### src/sv/urlsplit_pkg.sv
// Package for the URL component splitter: item and result types,
// status codes and the default text length limit. No dependencies.
package urlsplit_pkg;

  localparam int unsigned URLSPLIT_MAX_LEN_DEFAULT = 512;
  localparam int unsigned FIELD_W = 10;

  localparam logic [2:0] ST_OK        = 3'd0;
  localparam logic [2:0] ST_EMPTY     = 3'd1;
  localparam logic [2:0] ST_NO_SEP    = 3'd2;
  localparam logic [2:0] ST_NO_HOST   = 3'd3;
  localparam logic [2:0] ST_PORT_OVFL = 3'd4;

  typedef struct packed {
    logic [7:0] char_byte;
    logic       last_byte;
  } item_t;

  typedef struct packed {
    logic [2:0]         status;
    logic               scheme_id;
    logic [FIELD_W-1:0] scheme_length;
    logic [FIELD_W-1:0] host_start;
    logic [FIELD_W-1:0] host_length;
    logic [15:0]        port_number;
    logic [FIELD_W-1:0] path_start;
    logic [FIELD_W-1:0] path_length;
  } result_t;

endpackage

### src/sv/urlsplit_if.sv
// Handshake channel interfaces for the URL component splitter: the
// character input channel and the result channel. No dependencies.
interface urlsplit_in_if;
  logic       valid;
  logic       ready;
  logic [7:0] char_byte;
  logic       last_byte;

  modport source (output valid, output char_byte, output last_byte, input ready);
  modport sink (input valid, input char_byte, input last_byte, output ready);
endinterface

interface urlsplit_out_if;
  logic        valid;
  logic        ready;
  logic [2:0]  status;
  logic        scheme_id;
  logic [9:0]  scheme_length;
  logic [9:0]  host_start;
  logic [9:0]  host_length;
  logic [15:0] port_number;
  logic [9:0]  path_start;
  logic [9:0]  path_length;

  modport source (output valid, output status, output scheme_id, output scheme_length,
                  output host_start, output host_length, output port_number,
                  output path_start, output path_length, input ready);
  modport sink (input valid, input status, input scheme_id, input scheme_length,
                input host_start, input host_length, input port_number,
                input path_start, input path_length, output ready);
endinterface

### src/sv/urlsplit_in_stage.sv
// Input register of the URL component splitter. Holds one accepted item
// until the parser consumes it. Depends on urlsplit_pkg and urlsplit_in_if.
module urlsplit_in_stage (
  input  logic                 clk,
  input  logic                 rst,
  urlsplit_in_if.sink          chars,
  output logic                 item_valid,
  output urlsplit_pkg::item_t  item,
  input  logic                 item_take
);
  import urlsplit_pkg::*;

  // The register refills in the same cycle that its item is consumed.
  assign chars.ready = !item_valid || item_take;

  always_ff @(posedge clk) begin
    if (rst) begin
      item_valid <= 1'b0;
    end else if (chars.ready) begin
      item_valid <= chars.valid;
    end
  end

  always_ff @(posedge clk) begin
    if (chars.valid && chars.ready) begin
      item.char_byte <= chars.char_byte;
      item.last_byte <= chars.last_byte;
    end
  end

endmodule

### src/sv/urlsplit_parser.sv
// Running parse state and result register of the URL component splitter.
// Depends on urlsplit_pkg and urlsplit_out_if.
module urlsplit_parser #(
  parameter int unsigned MAX_URL_LEN = urlsplit_pkg::URLSPLIT_MAX_LEN_DEFAULT
) (
  input  logic                 clk,
  input  logic                 rst,
  input  logic                 item_valid,
  input  urlsplit_pkg::item_t  item,
  output logic                 item_take,
  urlsplit_out_if.source       results
);
  import urlsplit_pkg::*;

  localparam int unsigned POS_W = $clog2(MAX_URL_LEN + 1);
  localparam logic [POS_W-1:0] MAX_POS = POS_W'(MAX_URL_LEN);

  localparam logic [1:0] PH_SEARCH = 2'd0;
  localparam logic [1:0] PH_HOST   = 2'd1;
  localparam logic [1:0] PH_PORT   = 2'd2;
  localparam logic [1:0] PH_PATH   = 2'd3;

  function automatic logic [7:0] lower_ascii(input logic [7:0] c);
    logic [7:0] r;
    r = c;
    if (c >= 8'h41 && c <= 8'h5A) begin
      r = c + 8'd32;
    end
    return r;
  endfunction

  function automatic logic [7:0] http_char(input logic [1:0] idx);
    logic [7:0] r;
    case (idx)
      2'd0:    r = 8'h68;
      2'd1:    r = 8'h74;
      2'd2:    r = 8'h74;
      default: r = 8'h70;
    endcase
    return r;
  endfunction

  logic [POS_W-1:0] position, position_next;
  logic [1:0]       phase, phase_next;
  logic [15:0]      prev_bytes, prev_bytes_next;
  logic             scheme_match, scheme_match_next;
  logic [POS_W-1:0] scheme_len, scheme_len_next;
  logic [POS_W-1:0] host_len, host_len_next;
  logic [31:0]      port_acc, port_acc_next;
  logic             port_ovfl, port_ovfl_next;
  logic [POS_W-1:0] path_start_r, path_start_next;
  logic             text_ended, text_ended_next;

  logic             out_valid;
  result_t          out_data;
  result_t          result_next;
  logic             out_free;

  logic [7:0]       c;
  logic             take;
  logic [3:0]       digit;
  logic [35:0]      port_prod;
  logic [POS_W-1:0] path_begin;

  assign out_free  = !out_valid || results.ready;
  // A terminating item needs room in the result register.
  assign item_take = item_valid && (!item.last_byte || out_free);

  assign c         = item.char_byte;
  assign take      = !text_ended && (c != 8'd0);
  assign digit     = c[3:0] - 4'd0;
  assign port_prod = {1'b0, port_acc, 3'b000} + {3'b000, port_acc, 1'b0} + 36'(digit);

  always_comb begin
    position_next     = position;
    phase_next        = phase;
    prev_bytes_next   = prev_bytes;
    scheme_match_next = scheme_match;
    scheme_len_next   = scheme_len;
    host_len_next     = host_len;
    port_acc_next     = port_acc;
    port_ovfl_next    = port_ovfl;
    path_start_next   = path_start_r;
    text_ended_next   = text_ended || (c == 8'd0);

    if (take) begin
      if (position < POS_W'(4) && lower_ascii(c) != http_char(position[1:0])) begin
        scheme_match_next = 1'b0;
      end
      case (phase)
        PH_SEARCH: begin
          if (c == 8'h2F && prev_bytes == 16'h3A2F && position >= POS_W'(2)) begin
            scheme_len_next = position - POS_W'(2);
            phase_next      = PH_HOST;
          end
        end
        PH_HOST: begin
          if (c == 8'h3A) begin
            phase_next = PH_PORT;
          end else if (c == 8'h2F) begin
            path_start_next = position;
            phase_next      = PH_PATH;
          end else begin
            host_len_next = host_len + POS_W'(1);
          end
        end
        PH_PORT: begin
          if (c >= 8'h30 && c <= 8'h39) begin
            if (port_prod[35:32] != 4'd0) begin
              port_ovfl_next = 1'b1;
            end
            port_acc_next = port_prod[31:0];
          end else begin
            path_start_next = position;
            phase_next      = PH_PATH;
          end
        end
        default: begin
        end
      endcase
      prev_bytes_next = {prev_bytes[7:0], c};
      position_next   = position + POS_W'(1);
      if (position_next >= MAX_POS) begin
        text_ended_next = 1'b1;
      end
    end
  end

  // Result built from the state as it stands after this item.
  assign path_begin = (phase_next == PH_PATH) ? path_start_next : position_next;

  always_comb begin
    result_next = '0;
    if (position_next == '0) begin
      result_next.status = ST_EMPTY;
    end else if (phase_next == PH_SEARCH) begin
      result_next.status = ST_NO_SEP;
    end else if (host_len_next == '0) begin
      result_next.status = ST_NO_HOST;
    end else if (port_ovfl_next) begin
      result_next.status = ST_PORT_OVFL;
    end else begin
      result_next.status        = ST_OK;
      result_next.scheme_id     = !(scheme_match_next && scheme_len_next == POS_W'(4));
      result_next.scheme_length = FIELD_W'(scheme_len_next);
      result_next.host_start    = FIELD_W'(scheme_len_next) + FIELD_W'(3);
      result_next.host_length   = FIELD_W'(host_len_next);
      result_next.port_number   = port_acc_next[15:0];
      result_next.path_start    = FIELD_W'(path_begin);
      result_next.path_length   = FIELD_W'(position_next) - FIELD_W'(path_begin);
    end
  end

  always_ff @(posedge clk) begin
    if (rst || (item_take && item.last_byte)) begin
      position     <= '0;
      phase        <= PH_SEARCH;
      prev_bytes   <= '0;
      scheme_match <= 1'b1;
      scheme_len   <= '0;
      host_len     <= '0;
      port_acc     <= '0;
      port_ovfl    <= 1'b0;
      path_start_r <= '0;
      text_ended   <= 1'b0;
    end else if (item_take) begin
      position     <= position_next;
      phase        <= phase_next;
      prev_bytes   <= prev_bytes_next;
      scheme_match <= scheme_match_next;
      scheme_len   <= scheme_len_next;
      host_len     <= host_len_next;
      port_acc     <= port_acc_next;
      port_ovfl    <= port_ovfl_next;
      path_start_r <= path_start_next;
      text_ended   <= text_ended_next;
    end
  end

  always_ff @(posedge clk) begin
    if (rst) begin
      out_valid <= 1'b0;
    end else if (out_free) begin
      out_valid <= item_take && item.last_byte;
    end
  end

  always_ff @(posedge clk) begin
    if (out_free && item_take && item.last_byte) begin
      out_data <= result_next;
    end
  end

  assign results.valid         = out_valid;
  assign results.status        = out_data.status;
  assign results.scheme_id     = out_data.scheme_id;
  assign results.scheme_length = out_data.scheme_length;
  assign results.host_start    = out_data.host_start;
  assign results.host_length   = out_data.host_length;
  assign results.port_number   = out_data.port_number;
  assign results.path_start    = out_data.path_start;
  assign results.path_length   = out_data.path_length;

endmodule

### src/sv/url_component_splitter_top.sv
// Top level of the URL component splitter: input register plus parser.
// Depends on urlsplit_pkg, urlsplit_if, urlsplit_in_stage, urlsplit_parser.
//
// Usage: a URL arrives on the chars channel one byte per item, with
// last_byte set on its final item. A zero byte or MAX_URL_LEN characters
// end the text; later bytes are ignored until the item marked last.
// For every last item one result item leaves on the results channel with
// a status, the scheme identity (http or unknown) and the offsets and
// lengths of scheme, host and path, plus the port number modulo 65536.
// Whenever status is not ok, all other result fields are zero.
// An item is registered at the input and parsed from there; the result
// register loads when the last item is taken. Throughput: one item per
// cycle while the result register has room. Each item goes through one
// short update of the running state (compare, count, port times ten).
// When the receiver stalls, the result register holds its item; bytes that
// do not end a URL keep flowing, and a last item waits in the input
// register until the result register frees, which then backs up chars.
// Reset (rst, synchronous) empties both registers and returns the parse
// state to the start of a URL.
module url_component_splitter_top #(
  parameter int unsigned MAX_URL_LEN = urlsplit_pkg::URLSPLIT_MAX_LEN_DEFAULT
) (
  input  logic           clk,
  input  logic           rst,
  urlsplit_in_if.sink    chars,
  urlsplit_out_if.source results
);
  import urlsplit_pkg::*;

  // Item held in the input register and its consume strobe.
  logic  item_valid;
  item_t item;
  logic  item_take;

  urlsplit_in_stage u_in_stage (
    .clk        (clk),
    .rst        (rst),
    .chars      (chars),
    .item_valid (item_valid),
    .item       (item),
    .item_take  (item_take)
  );

  // The parser updates the running state and fills the result register.
  urlsplit_parser #(
    .MAX_URL_LEN (MAX_URL_LEN)
  ) u_parser (
    .clk        (clk),
    .rst        (rst),
    .item_valid (item_valid),
    .item       (item),
    .item_take  (item_take),
    .results    (results)
  );

endmodule
### src/flat_wrapper.sv
// flat-port wrapper written by rule: the top's interface ports become plain ports
module url_component_splitter_top_flat import urlsplit_pkg::*;
#(
  parameter int unsigned MAX_URL_LEN = urlsplit_pkg::URLSPLIT_MAX_LEN_DEFAULT
)
  (clk, rst, chars_valid, chars_char_byte, chars_last_byte, chars_ready, results_valid, results_status, results_scheme_id, results_scheme_length, results_host_start, results_host_length, results_port_number, results_path_start, results_path_length, results_ready);
  urlsplit_in_if chars_i ();
  urlsplit_out_if results_i ();
  input  logic clk;
  input  logic rst;
  input wire logic [$bits(chars_i.valid)-1:0] chars_valid;
  input wire logic [$bits(chars_i.char_byte)-1:0] chars_char_byte;
  input wire logic [$bits(chars_i.last_byte)-1:0] chars_last_byte;
  output wire logic [$bits(chars_i.ready)-1:0] chars_ready;
  output wire logic [$bits(results_i.valid)-1:0] results_valid;
  output wire logic [$bits(results_i.status)-1:0] results_status;
  output wire logic [$bits(results_i.scheme_id)-1:0] results_scheme_id;
  output wire logic [$bits(results_i.scheme_length)-1:0] results_scheme_length;
  output wire logic [$bits(results_i.host_start)-1:0] results_host_start;
  output wire logic [$bits(results_i.host_length)-1:0] results_host_length;
  output wire logic [$bits(results_i.port_number)-1:0] results_port_number;
  output wire logic [$bits(results_i.path_start)-1:0] results_path_start;
  output wire logic [$bits(results_i.path_length)-1:0] results_path_length;
  input wire logic [$bits(results_i.ready)-1:0] results_ready;
  assign chars_i.valid = chars_valid;
  assign chars_i.char_byte = chars_char_byte;
  assign chars_i.last_byte = chars_last_byte;
  assign chars_ready = chars_i.ready;
  assign results_valid = results_i.valid;
  assign results_status = results_i.status;
  assign results_scheme_id = results_i.scheme_id;
  assign results_scheme_length = results_i.scheme_length;
  assign results_host_start = results_i.host_start;
  assign results_host_length = results_i.host_length;
  assign results_port_number = results_i.port_number;
  assign results_path_start = results_i.path_start;
  assign results_path_length = results_i.path_length;
  assign results_i.ready = results_ready;
  url_component_splitter_top #(.MAX_URL_LEN(MAX_URL_LEN)) u_core (.clk(clk), .rst(rst), .chars(chars_i), .results(results_i));
endmodule
### config.mk
export PLATFORM = sky130hd
export DESIGN_NAME = url_component_splitter_top_flat
export DESIGN_NICKNAME = d
export VERILOG_FILES = /design/src/sv/urlsplit_pkg.sv /design/src/sv/urlsplit_if.sv /design/src/sv/urlsplit_in_stage.sv /design/src/sv/urlsplit_parser.sv /design/src/sv/url_component_splitter_top.sv /design/src/flat_wrapper.sv
export SDC_FILE = /design/constraint.sdc
export NUM_CORES = 1
export LEC_CHECK = 0
export BUFFER_PORTS_ARGS = -buffer_cell sky130_fd_sc_hd__buf_2
export CORE_ASPECT_RATIO = 0.5
export CORE_MARGIN = 1
export CORE_UTILIZATION = 45
export CTS_BUF_LIST = sky130_fd_sc_hd__clkbuf_4 sky130_fd_sc_hd__clkbuf_8 sky130_fd_sc_hd__clkbuf_16
export CTS_CLUSTER_DIAMETER = 60
export DETAILED_ROUTE_END_ITERATION = 8
export GPL_TIMING_DRIVEN = 1
export PLACE_DENSITY_LB_ADDON = 0.1
export SKIP_LAST_GASP = 1
export SLEW_MARGIN = 10
export SYNTH_ARGS = -nofsm -noshare
export SYNTH_HDL_FRONTEND = slang
export SYNTH_SLANG_ARGS = --single-unit
### constraint.sdc
create_clock -name clk -period 5.9 [get_ports clk]
set_input_delay 0.885 -clock clk [delete_from_list [all_inputs] [get_ports clk]]
set_output_delay 0.885 -clock clk [all_outputs]
set_load 0.005 [all_outputs]
After elaboration in Yosys (flattened, before gate mapping)
Cells that the tools add are included.
- register bits: 174
- input bits: 13
- memory bits (writable): 0
- ROM bits: 0
- output and inout port bits: 72
- latch bits: 0
- memories: 0
- add/sub/neg operators: 8
- reduce and logical (&&, ||, !) cells: 35
- shift operators: 0
- order comparisons: 7
- equality and inequality tests: 10
- div/mod/pow operators: 0
- bitwise logic cells: 0
- multiply operators: 0
- mux-type cells: 38
- operators with widths (cell ; number):
    $mux 10 ; 13
    $mux 16 ; 3
    $add 35x33->36 ; 1
    $add 36x4->36 ; 1
    $mux 8 ; 3
    $add 10x1->10 const B ; 2
    $logic_not 10->1 ; 2
    $pmux 10 s2 ; 1
    $eq 16x14->1 const B ; 1
    $eq 8x6->1 const B ; 2
    $mux 2 ; 7
    $logic_and 1x1->1 ; 12
    $add 10x2->10 const B ; 1
    $eq 10x3->1 const B ; 1
    $ge 10x10->1 const B ; 1
    $ge 10x2->1 const B ; 1
    $lt 10x3->1 const B ; 1
    $pmux 5 s2 ; 1
    $sub 10x10->10 ; 1
    $sub 10x2->10 const B ; 1
    $add 8x6->8 const B ; 1
    $ge 8x6->1 const B ; 1
    $ge 8x7->1 const B ; 1
    $le 8x6->1 const B ; 1
    other kinds (18) ; 38

Depth between registers and ports, before layout
Gate-level depths: netlist of run 1.
- word-level depth: 10
- depth in mapped cells: 20
- gate-level depth less buffers: 18

Hierarchy
A second synthesis of run 1 with hierarchy kept.
- cells, all modules: 1280
- area total of the unflattened synthesis: 11338.4 sq um
- by module, submodules not included (module ; area an instance (sq um) ; instances ; cells an instance):
    urlsplit_parser ; 11013.1 ; 1 ; 1266
    urlsplit_in_stage ; 325.3 ; 1 ; 14

Worst setup path before layout of run 1
OpenSTA, ideal clock, no wires.
- path kind: reg-to-reg
- start: register u_core.u_in_stage.item[8] (netlist name)
- end: register u_core.u_parser.out_data (netlist bit u_core.u_parser.results.path_length[8]) (data pin)
- data arrival time: 4.219 ns
- cell stages (with the launch flop): 18
- setup time: 0.257 ns
- clock period less this slack: 4.476 ns
- path slack: 1.424 ns
- cell sequence: edfxtp_1 > nand4b_1 > or4_1 > or4b_4 > a311oi_2 > o21a_1 > buf_2 > mux2i_1 > ha_1 > inv_1 > fa_1 > a21o_1 > a21o_1 > a21o_1 > a21oi_1 > o21ai_0 > xnor2_1 > nor2_1
- cells in the longest elaborated chain, start to end: 9
- elaborated cells on any way between the ends: 35
- RTL lines (item ; line ; source):
    parallel branches: the longest is 7 deep, another holds $ge 8x6->1 ; n/a ;
    $mux 10 * ; urlsplit_parser.sv:130 ; assign path_begin = (phase_next == PH_PATH) ? path_start_next : position_next;
    via u_core.u_parser.path_begin[0] ; urlsplit_parser.sv:63 ; logic [POS_W-1:0] path_begin;
    $sub 10x10->10 * ; urlsplit_parser.sv:150 ; result_next.path_length = FIELD_W'(position_next) - FIELD_W'(path_begin);
    end signal: assignment ; urlsplit_parser.sv:190 ; out_data <= result_next;
    end: declaration ; urlsplit_parser.sv:55 ; result_t out_data;
Mark *: on every way through the listed nets, which the timed path passes.
A chain may end at the register's enable or synchronous reset.

Worst setup path after layout of run 1
- start: register u_core.u_in_stage.item[4] (netlist name)
- end: register u_core.u_parser.out_data (netlist bit u_core.u_parser.results.path_length[8]) (data pin)
- cells in the longest elaborated chain, start to end: 9
- elaborated cells on any way between the ends: 38
- RTL lines (item ; line):
    parallel branches: the longest is 7 deep, another holds $ge 8x6->1 ; n/a
    $mux 10 * ; urlsplit_parser.sv:130
    via u_core.u_parser.path_begin[0] ; urlsplit_parser.sv:63
    $sub 10x10->10 * ; urlsplit_parser.sv:150
Marks and branches as above.

==> results of run 1 <==
kinds of logic after synthesis:
kind of cell / Yosys count / share of synthesized area, %
DFF: 174 / 40.26
and+or+nand+nor: 457 / 19.62
AOI/OAI and AO/OA: 271 / 15.77
muxes: 25 / 2.369
buffers and inverters: 96 / 3.618
adders and majority gates: 91 / 10.94
xor gates and xnor gates: 90 / 7.425
through the flow:
step / worst slack (ns) / hold WS (ns) / area, sq um
final: 1.108 / 0.4514 / 11860
after global routing: 0.7875 / 0.4709 / 11860
after CTS: 1.135 / 0.4519 / 11860
after detailed placement: 1.159 / 0.4423 / 11260
after global placement: 1.292 / 0.4428 / 11260
after floorplan: 1.424 / 0.4316 / 10620
power by group through the flow:
stage / logic [W] / registers [W] / clock network [W]
2_1_floorplan: 0.000117 / 0.00131 / 0
3_3_place_gp: 0.000159 / 0.00132 / 0
3_5_place_dp: 0.000161 / 0.00132 / 0
4_1_cts: 0.000162 / 0.00129 / 0.00115
5_1_grt: 0.000180 / 0.00129 / 0.00120
6_report: 0.000160 / 0.00129 / 0.00113
routing by layer:
metal	vias to the layer above	part of all wire, %	GRT usage (%)
met1	4048	50	28.78
li1	4371	-	-
met4	0	1.4	6.852
met3	27	3.4	4.298
met2	136	45	33.48
met5	-	0	0
worst min-delay path: cells and delay by family, from the launching register on:
family / cells / cell delay [ns]
flops: 1 / 0.31
simple gates: 1 / 0.05
compound gates: 1 / 0.05
placed cells by master (no fill, tap or decap), types with 13 or more instances in the layout:
cell type and instances:
and3_1 13, nand2_1 162, nand3_1 25, buf_2 84
xor2_1 43, a21o_1 26, ha_1 88, a21oi_1 103
o21ai_0 51, nor3_1 21, edfxtp_1 79, inv_1 24
a31oi_1 13, clkbuf_16 20, dfxtp_1 95, a22oi_1 18
xnor2_1 47, buf_4 15, nor2_1 152, a211oi_1 13
mux2i_1 24
worst min path at each step:
stage | end | slack (ns) | cells past startpoint | start
global placement | u_core.u_parser.prev_bytes[15] | 0.44 | 2 | u_core.u_parser.prev_bytes[15]
CTS | u_core.u_parser.prev_bytes[11] | 0.45 | 2 | u_core.u_parser.prev_bytes[11]
finish | u_core.u_parser.prev_bytes[11] | 0.45 | 2 | u_core.u_parser.prev_bytes[11]
floorplan | u_core.u_parser.prev_bytes[9] | 0.43 | 2 | u_core.u_parser.prev_bytes[9]
detailed placement | u_core.u_parser.prev_bytes[11] | 0.44 | 2 | u_core.u_parser.prev_bytes[11]
global route | u_core.u_parser.prev_bytes[11] | 0.47 | 2 | u_core.u_parser.prev_bytes[11]
layout make-up:
class	count	share of cell area (%)
clock buffers	23	4.463
clock inverters	9	0.5697
inverters	24	0.7596
multi-input cells	934	50.44
flip-flops and latches	174	36.04
well taps	307	3.239
repair buffers	99	4.494
==> summary.txt, run 1 <==
Logic synthesis
  • Synth Flop Type: dfxtp_1
  • Post-synth top area cell: edfxtp_1
  • Number of synthesized flops with an enable pin: 79
  • Post-Syn Instances: 1204
  • Syn nets: 1308
  • Yosys cell types: 70
  • Synth Register Bits: 174
  • Synth top area cells: edfxtp_1 22%, dfxtp_1 18%, ha_1 10%
  • Synth top area share: 22.35%
  • Post-synth ARST share: 0%
  • Synthesized cell area: 0.01062 sq mm
  • Post-synthesis sequential area ratio: 40.26%
  • Syn Area/Cell: 8.818 sq um
  • Number of synthesis warnings: 0
  • Top post-synthesis cells by count: 162 x nand2_1, 153 x nor2_1, 103 x a21oi_1, 95 x dfxtp_1, 88 x ha_1
  • Top-count cell post-synth: nand2_1

Critical path
  • Worst Setup SP: u_core.u_in_stage.item[4]
  • Crit path cell chain: nand4b_1 -> or4_1 -> or4b_4 -> a311oi_2 -> o21a_1 -> mux2i_1 -> ha_1 -> inv_1 -> fa_1 -> a21o_1 -> a21o_1 -> a21o_1 -> a21oi_1 -> o21ai_0 -> xnor2_1 -> nor2_1
  • Critical path type: reg -> reg
  • R2R setup slack: 1.11 ns
  • Depth of the most critical reg-to-reg path: 16
  • Cell family with most CP delay: compound AO/OA/AOI/OAI gates
  • Critical Path Sink Type: flop
  • Worst reg2reg path startpoint: u_core.u_in_stage.item[4]
  • WP buf/inv: 1
  • Crit. path cell count: 16
  • Required time worst endpoint: 6.09 ns
  • Worst r2r dst: u_core.u_parser.results.path_length[8]
  • Arr. time, crit path: 4.98 ns
  • Largest stage delay, worst path: 0.59 ns
  • Worst Setup EP: u_core.u_parser.results.path_length[8]
  • CP Launch Type: flop
  • Slowest cell on the critical path: or4_1
  • CP max FO: 8
  • CP most frequent cell: a21o_1

Floorplanning
  • Chip width: 219.2 um
  • I/O Pins: 85
  • Rows: 39
  • Core area: 0.02298 sq mm
  • Die ar.: 0.02425 sq mm
  • Starting Density: 46.19%
  • Die height: 110.6 um

STA
  • Unrepaired setup endpoints after global routing: no
  • Fin crit period: 4.792 ns
  • Slew Limit Fails: 0
  • Post-Route Setup TNS: 0 ns
  • Final hold vios: 0
  • Max_slew headroom: 31.50%
  • # setup viols final: 0
  • Worst slew pin tran: 1.023 ns
  • Final clock skew: 0.009804 ns
  • Highest clock rate: 208.7 MHz
  • Period utilization: 81.22%

Clock network
  • Reg clk slew, reported paths: 0.07 ns
  • Clk Latency, worst-skew pair: 0.45 ns
  • Root Driver: clkbuf_16
  • Sink Count: 174
  • Clock buffers created by TritonCTS: 17
  • Max clock buf depth: 2
  • H-tree depth: 4
  • TritonCTS clock tree: built
  • Post-CTS setup repair buffer count: 0
  • Hold buffers post-CTS: 0
  • Count of cells resized by post-cts repair: 0

Place
  • I/O Buffers: 84
  • Placer congestion estimate: 0.8885
  • DP Wirelength: 17590 um
  • Dpl cells: 1538

Routing
  • # DRC: 0
  • DR vias: 8582
  • Final wirelength: 24540 um
  • Vias per cell: 5.466
  • Detailed Routing Iterations Pass 1: 5
  • DRT iter0 DRCs: 415
  • Drt wl/cell: 15.63 um
  • Routed Antenna Nets: 0

Layout
  • Max reg flops: 32
  • Largest Register: u_core.u_parser.port_acc
  • Post-Layout Cell Count: 1570
  • Final Core Density: 51.60%
  • Nets: 1354
  • Antenna diodes: 0
  • Filler instances: 2173
  • Area delta synth->final: 11.71%
  • FF/Latch Area: 0.004274 sq mm
  • Multi-input gate area: 0.005982 sq mm
  • Layout cells sized above 1: 11.48%

Pwr
  • Combinational power share: 6.2%
  • Clock power frac: 43.7%
  • Internal power: 0.001974 W
  • NetSw: 0.0006038 W
  • Leak: 4.746 nW
  • Sequential power share: 50.1%
  • Overall power after layout: 0.002578 W
  • Sw Ratio: 23.42%
  • Maximum VDD drop: 0.1625 mV
  • PD cells: 217.4 mW/mm^2

Global routing
  • First-pass GRT wire length: 40960 um
  • Global route overflow: 0
  • Total GRT Usage: 21.14%
  • Initial antenna violation count: 0
  • Pin count of the biggest net entering global routing: 73
  • Vias in the first global route: 8169

Outcome
  • Outcome: complete, no violations

Flow run
  • Max-Cap Viols: 0

Worst hold path
  • Worst hold path class: reg -> reg
(Power assumes the default switching activity.)
==> run 2: changes to the inputs <==
- ABC_AREA: not set -> 1
- clock period: 5.9 -> 4.5 ns (I/O delays scaled with it)
==> run 2 against run 1 <==
Effect of this change:
- sequential power grew 37%
- setup slack lost 0.68 ns
- sequential share of layout area shrank 1.8 points
- first-iteration DRC count grew 55%
- highest routed layer unchanged
- final cell count grew 24%
- non-clock buffer count grew 1
- hold slack lost 0.069 ns
- sequential cell count is the same
- via count grew 15%
- combinational power grew to 3.7 times the previous value
==> summary.txt, run 2 <==
Pwr
  • Sequential power share: 46.7% (-3.4 points)
  • Maximum VDD drop: 0.1971 mV (+21%)
  • Clock power frac: 37.7% (-6.0 points)
  • PD cells: 304.1 mW/mm^2 (+40%)
  • Combinational power share: 15.7% (+9.5 points)
  • Internal power: 0.002697 W (+37%)
  • Leak: 6.179 nW (+30%)
  • NetSw: 0.001098 W (+82%)
  • Sw Ratio: 28.94% (+5.5 points)

Floorplanning
  • I/O Pins: 85 (unchanged)
  • Starting Density: 46.20% (about the same)
  • Die height: 113.4 um (+2.5%)
  • Rows: 40 (+2.6%)
  • Core area: 0.02417 sq mm (+5.2%)
  • Chip width: 224.8 um (+2.5%)
  • Die ar.: 0.02549 sq mm (+5.1%)

Critical path
  • Crit path cell chain: inv_1 -> fa_1 -> fa_1 -> inv_1 -> nand2_1 -> nand2_1 -> nand3_1 -> nand2_1 -> nand2_1 -> nand2_1 -> nand2_1 -> nand3_1 -> nand2_1 -> nor2_1 -> nand2_1 -> a21oi_1 -> nand3_2 -> buf_4 -> nor2_1
  • CP max FO: 65 (+57)
  • Cell family with most CP delay: simple AND/OR/NAND/NOR gates
  • CP most frequent cell: nand2_1
  • Worst reg2reg path startpoint: u_core.u_in_stage.item[4]
  • WP buf/inv: 3 (+2)
  • Critical path type: reg -> reg
  • Worst r2r dst: u_core.u_parser.results.path_start[3]
  • R2R setup slack: 0.43 ns (-0.68 ns)
  • CP Launch Type: flop
  • Largest stage delay, worst path: 0.50 ns (-0.09 ns)
  • Required time worst endpoint: 4.79 ns (-1.30 ns)
  • Depth of the most critical reg-to-reg path: 19 (+3)
  • Critical Path Sink Type: flop
  • Slowest cell on the critical path: fa_1
  • Arr. time, crit path: 4.36 ns (-0.62 ns)

Layout
  • Area delta synth->final: 11.74% (about the same)
  • Layout cells sized above 1: 9.777% (-1.7 points)
  • Design area: 0.01248 sq mm (+5.2%)
  • Antenna diodes: 0 (unchanged)
  • Commonest non-fill, non-tap cell in the layout: nand2_1
  • Nets: 1707 (+26%)
  • Most frequent cells in the layout: 365 x nand2_1, 222 x inv_1, 206 x nor2_1, 98 x o21ai_0, 95 x dfxtp_1
  • Max reg flops: 32 (unchanged)
  • Largest Register: u_core.u_parser.port_acc

STA
  • Post-Route Setup TNS: 0 ns (unchanged)
  • Period utilization: 90.38% (+9.2 points)
  • Final clock skew: 0.01188 ns (+0.002074 ns)
  • Slew Limit Fails: 0 (unchanged)
  • Final hold vios: 0 (unchanged)
  • Max_slew headroom: 36.69% (+5.2 points)
  • Worst slew pin tran: 0.9497 ns (-0.07305 ns)
  • Unrepaired setup endpoints after global routing: no
  • Fin crit period: 4.067 ns (-0.7246 ns)
  • # setup viols final: 0 (unchanged)
  • Highest clock rate: 245.9 MHz (+18%)

Global routing
  • Initial antenna violation count: 1 (+1)
  • Vias in the first global route: 9390 (+15%)
  • Global route overflow: 0 (unchanged)
  • Total GRT Usage: 22.31% (+1.2 points)
  • Pin count of the biggest net entering global routing: 72 (-1.4%)
  • First-pass GRT wire length: 45640 um (+11%)

Logic synthesis
  • Synth top area cells: edfxtp_1 21%, dfxtp_1 17%, nand2_1 12%
  • Syn nets: 1630 (+25%)
  • Synth Register Bits: 174 (unchanged)
  • Top post-synthesis cells by count: 366 x nand2_1, 223 x inv_1, 207 x nor2_1, 98 x o21ai_0, 95 x dfxtp_1
  • Post-Syn Instances: 1526 (+27%)
  • Syn Area/Cell: 7.319 sq um (-17%)
  • Synthesized cell area: 0.01117 sq mm (+5.2%)
  • Post-synthesis sequential area ratio: 38.27% (-2.0 points)
  • Yosys cell types: 49 (-30%)
  • Post-synth top area cell: edfxtp_1
  • Synth Flop Type: dfxtp_1
  • Number of synthesized flops with an enable pin: 79 (unchanged)
  • Post-synth ARST share: 0% (unchanged)
  • Number of synthesis warnings: 0 (unchanged)
  • Top-count cell post-synth: nand2_1
  • Synth top area share: 21.24% (-1.1 points)

Place
  • Placed cell areas: 0.01188 sq mm (+5.5%)
  • Placer congestion estimate: 0.9145 (+2.9%)
  • DP Wirelength: 20240 um (+15%)
  • I/O Buffers: 84 (unchanged)

Routing
  • Detailed Routing Iterations Pass 1: 5 (unchanged)
  • Drt wl/cell: 13.92 um (-11%)
  • DRT iter0 DRCs: 645 (+55%)
  • Vias per cell: 5.039 (-7.8%)
  • # DRC: 0 (unchanged)
  • Final wirelength: 27160 um (+11%)
  • DR vias: 9836 (+15%)
  • Routed Antenna Nets: 0 (unchanged)

Clock network
  • Clk Latency, worst-skew pair: 0.45 ns (about the same)
  • Sink Count: 174 (unchanged)
  • Reg clk slew, reported paths: 0.07 ns (about the same)
  • Clock buffers created by TritonCTS: 17 (unchanged)
  • Root Driver: clkbuf_16
  • TritonCTS clock tree: built
  • H-tree depth: 4 (unchanged)
  • Max clock buf depth: 2 (unchanged)

Outcome
  • Outcome: complete, no violations

Worst hold path
  • Worst hold stages: 2 (unchanged)
  • Hold path start: rst
  • Worst hold path class: in -> reg
  • Min-Delay Endpoint: u_core.u_in_stage.item_valid

Flow run
  • Max-Cap Viols: 0 (unchanged)
==> run 2: how the worst max path moves through the flow <==
stage                     depth (start not counted)                                endpoint                       from
after global placement                           19   u_core.u_parser.results.path_start[0]  u_core.u_in_stage.item[4]
after floorplan                                  26  u_core.u_parser.results.path_length[8]  u_core.u_in_stage.item[7]
after CTS                                        26  u_core.u_parser.results.path_length[8]  u_core.u_in_stage.item[7]
after global routing                             25  u_core.u_parser.results.path_length[8]  u_core.u_in_stage.item[5]
final                                            19   u_core.u_parser.results.path_start[3]  u_core.u_in_stage.item[4]
after detailed placement                         26  u_core.u_parser.results.path_length[8]  u_core.u_in_stage.item[7]
==> run 2: cells by family (layout without fill, tap and decap cells) <==
group | Yosys count | after routing | synth area share (%)
compound gates | 250 | 250 | 12.50
xor+xnor | 45 | 45 | 3.529
fa+ha+maj | 91 | 91 | 10.40
buf+inv | 270 | 360 | 9.590
flops | 174 | 174 | 38.27
mux | 2 | 2 | 0.1793
simple gates | 694 | 694 | 25.53
==> run 2: area by class of cell <==
cell class | instances | area [sq um]
Timing Repair Buffer | 100 | 540.5
Multi-Input combinational cell | 1082 | 5828
Sequential cell | 174 | 4274
Clock buffer | 21 | 479.2
Clock inverter | 11 | 81.33
Tap cell | 336 | 420.4
Fill cell | 2433 | 11690
Inverter | 228 | 855.8
==> run 2: per-layer routing <==
metal / share of wire [%] / track usage, %
met1: 49 / 30.23
met2: 45 / 37.06
met3: 4.2 / 3.606
met4: 1.2 / 5.986
met5: 0 / 0
==> run 2: repair_timing <==
item	CTS	global route
resized for setup	0	2
hold buffers	0	0
buffers inserted	0	4
endpoints found under the setup margin	0	2
==> run 2: per-stage QoR <==
stage          hold WS (ns)  setup WS (ns)  utilization (%)  power [W]  std cells
5_1_grt              0.3744        0.01919            51.63   0.003986       1952
6_report             0.3824         0.4328            51.63   0.003795       1952
2_1_floorplan        0.4291         0.9507                -   0.002253       1526
3_3_place_gp         0.4461         0.4871            49.16   0.002386       1916
3_5_place_dp         0.4527         0.4008            49.16   0.002395       1916
4_1_cts              0.3658         0.3771            51.48   0.003829       1948
==> run 2: power groups by stage <==
| stage | registers, W | clock network, W | logic [W] |
|---|---|---|---|
| after floorplan | 0.00180 | 0 | 0.000456 |
| after global placement | 0.00180 | 0 | 0.000582 |
| after detailed placement | 0.00181 | 0 | 0.000590 |
| after CTS | 0.00177 | 0.00146 | 0.000594 |
| after global routing | 0.00178 | 0.00153 | 0.000683 |
| final | 0.00177 | 0.00143 | 0.000595 |
==> run 3: changes to the inputs <==
- GPL_TIMING_DRIVEN: 1 -> 0
==> run 3 against run 2 <==
Effect of this change:
- clock-buffer cell count decreased by 4
- fmax decreased by 1.6%
- sequential cell count unchanged
- power rose by 4.0%
- hold slack got worse by 0.0081 ns
- via count is 2.2% higher
- critical endpoint is now u_core.u_parser.results.port_number[1]
==> summary.txt, run 3 (synthesis gave the netlist of run 2 again) <==
Routing
  • Detailed Routing Iterations Pass 1: 5 (unchanged)
  • Final wirelength: 30170 um (+11%)
  • Drt wl/cell: 15.19 um (+9.1%)
  • Vias per cell: 5.058 (+0.38%)
  • DRT iter0 DRCs: 700 (+8.5%)
  • DR vias: 10050 (+2.2%)
  • # DRC: 0 (unchanged)
  • Routed Antenna Nets: 0 (unchanged)

Worst hold path
  • Hold path start: rst
  • Worst hold stages: 2 (unchanged)
  • Worst hold path class: in -> reg
  • Min-Delay Endpoint: u_core.u_in_stage.item_valid

Critical path
  • Depth of the most critical reg-to-reg path: 20 (+1)
  • Arr. time, crit path: 4.43 ns (+0.07 ns)
  • Largest stage delay, worst path: 0.49 ns (about the same)
  • Critical Path Sink Type: flop
  • Slowest cell on the critical path: fa_1
  • CP max FO: 10 (-85%)
  • Crit path cell chain: inv_1 -> fa_1 -> fa_1 -> inv_1 -> nand2_1 -> nand2_1 -> nand3_1 -> nand2_1 -> nand2_1 -> nand2_1 -> nand2_1 -> nand3_1 -> nand2_1 -> nor2_1 -> nand2_1 -> a21oi_1 -> nand3_2 -> buf_6 -> buf_6 -> nor2_1
  • Critical path type: reg -> reg
  • CP Launch Type: flop
  • Worst reg2reg path startpoint: u_core.u_in_stage.item[4]
  • Cell family with most CP delay: simple AND/OR/NAND/NOR gates
  • WP buf/inv: 4 (+1)
  • R2R setup slack: 0.37 ns (-0.07 ns)
  • CP most frequent cell: nand2_1
  • Required time worst endpoint: 4.80 ns (about the same)
  • Worst r2r dst: u_core.u_parser.results.port_number[1]

Flow run
  • Max-Cap Viols: 0 (unchanged)

Clock network
  • Max clock buf depth: 2 (unchanged)
  • Clock buffers created by TritonCTS: 17 (unchanged)
  • Sink Count: 174 (unchanged)
  • TritonCTS clock tree: built
  • Clk Latency, worst-skew pair: 0.46 ns (about the same)
  • Reg clk slew, reported paths: 0.08 ns (about the same)
  • H-tree depth: 4 (unchanged)
  • Hold buffers post-CTS: 0 (unchanged)
  • Root Driver: clkbuf_16

STA
  • Final hold vios: 0 (unchanged)
  • Post-Route Setup TNS: 0 ns (unchanged)
  • Max_slew headroom: 43.04% (+6.4 points)
  • Hold slack: 0.3743 ns (-0.008139 ns)
  • Fin crit period: 4.133 ns (+0.06591 ns)
  • Slew Limit Fails: 0 (unchanged)
  • Final clock skew: 0.01392 ns (+0.002039 ns)
  • Final WS setup: 0.3669 ns (-0.06591 ns)
  • # setup viols final: 0 (unchanged)
  • Highest clock rate: 242.0 MHz (-1.6%)
  • Worst slew pin tran: 0.8544 ns (-0.09531 ns)
  • Unrepaired setup endpoints after global routing: no
  • Period utilization: 91.85% (+1.5 points)

Layout
  • Most frequent cells in the layout: 365 x nand2_1, 222 x inv_1, 203 x nor2_1, 97 x o21ai_0, 95 x dfxtp_1
  • Largest Register: u_core.u_parser.port_acc
  • Nets: 1742 (+2.1%)
  • Final Core Density: 52.62% (+1.0 points)
  • Layout cells sized above 1: 10.18% (+0.40 points)
  • Antenna diodes: 0 (unchanged)
  • Commonest non-fill, non-tap cell in the layout: nand2_1
  • Area delta synth->final: 13.90%
  • Max reg flops: 32 (unchanged)

Global routing
  • Total GRT Usage: 24.51% (+2.2 points)
  • Global route overflow: 0 (unchanged)
  • Initial antenna violation count: 0 (-1)
  • Vias in the first global route: 9822 (+4.6%)
  • First-pass GRT wire length: 49160 um (+7.7%)
  • Pin count of the biggest net entering global routing: 66 (-8.3%)

Place
  • Placer congestion estimate: 0.9241 (+1.0%)
  • Place WS: 0.07171 ns (-0.3291 ns)
  • DP Wirelength: 23230 um (+15%)
  • I/O Buffers: 84 (unchanged)

Pwr
  • Overall power after layout: 0.003946 W (+4.0%)
  • PD cells: 310.2 mW/mm^2 (+2.0%)
  • Leak: 6.258 nW (+1.3%)
  • Maximum VDD drop: 0.2367 mV (+20%)

Outcome
  • Outcome: complete, no violations

Floorplanning
  • Die height: 113.4 um (unchanged)
  • Rows: 40 (unchanged)
  • Core area: 0.02417 sq mm (unchanged)
  • I/O Pins: 85 (unchanged)
  • Die ar.: 0.02549 sq mm (unchanged)
  • Starting Density: 46.20% (unchanged)
  • Chip width: 224.8 um (unchanged)
## run 3: cell count changes in the layout (fill, tap and decap cells not counted), sizes merged
cell      change
buf           +8
clkinv        +1
clkinvlp      +1
bufinv        +2
clkbuf       +23
## run 3: power by group
part	internal [W]	switching [W]	total (W)
Sequential	0.00173	0.0000393	0.00177
Clock	0.000826	0.000697	0.00152
Combinational	0.000224	0.000432	0.000656
Total	0.00278	0.00117	0.00395
## run 3: worst reg2reg max path: stages (launching register included)
cell	delay (ns)
edfxtp_1	0.48
inv_1	0.20
fa_1	0.49
fa_1	0.47
inv_1	0.10
nand2_1	0.05
nand2_1	0.08
nand3_1	0.08
nand2_1	0.17
nand2_1	0.07
nand2_1	0.16
nand2_1	0.12
nand3_1	0.09
nand2_1	0.05
nor2_1	0.09
nand2_1	0.16
a21oi_1	0.36
nand3_2	0.24
buf_6	0.22
buf_6	0.16
nor2_1	0.14
## run 3: cell type report
cell class,count,area (sq um)
Fill cell,2355,11450
Multi-Input combinational cell,1082,5854
Sequential cell,174,4274
Inverter,228,858.3
Timing Repair Buffer,93,508.0
Clock buffer,17,425.4
Tap cell,336,420.4
Buffer,42,217.7
Clock inverter,15,162.7
## run 3: how the worst max path moves through the flow
stage	cells past startpoint	endpoint	slack [ns]	start
2_1_floorplan	26	u_core.u_parser.results.path_length[8]	0.95	u_core.u_in_stage.item[7]
3_3_place_gp	23	u_core.u_parser.results.path_length[8]	0.17	u_core.u_in_stage.item[7]
3_5_place_dp	23	u_core.u_parser.results.path_length[8]	0.07	u_core.u_in_stage.item[7]
4_1_cts	23	u_core.u_parser.results.path_length[8]	0.0007	u_core.u_in_stage.item[7]
5_1_grt	26	u_core.u_parser.results.path_length[8]	0.004	u_core.u_in_stage.item[3]
6_report	20	u_core.u_parser.results.port_number[1]	0.37	u_core.u_in_stage.item[4]
## run 3: per-layer routing
metal  track usage, %  share of wire [%]
met5                0                  0
met4            6.984                1.3
met3            4.070                4.4
met2            41.26                 46
met1            32.59                 48
## run 3: stage by stage
step | cells | instance area, sq um
finish | 1987 | 12720
CTS | 1979 | 12630
global route | 1987 | 12720
floorplan | 1526 | 11170
detailed placement | 1947 | 12040
global placement | 1946 | 12010
## run 3: timing repair
action,in CTS,in global routing
resized for setup,0,11
setup buffers,0,8
endpoints found under the setup margin,0,3
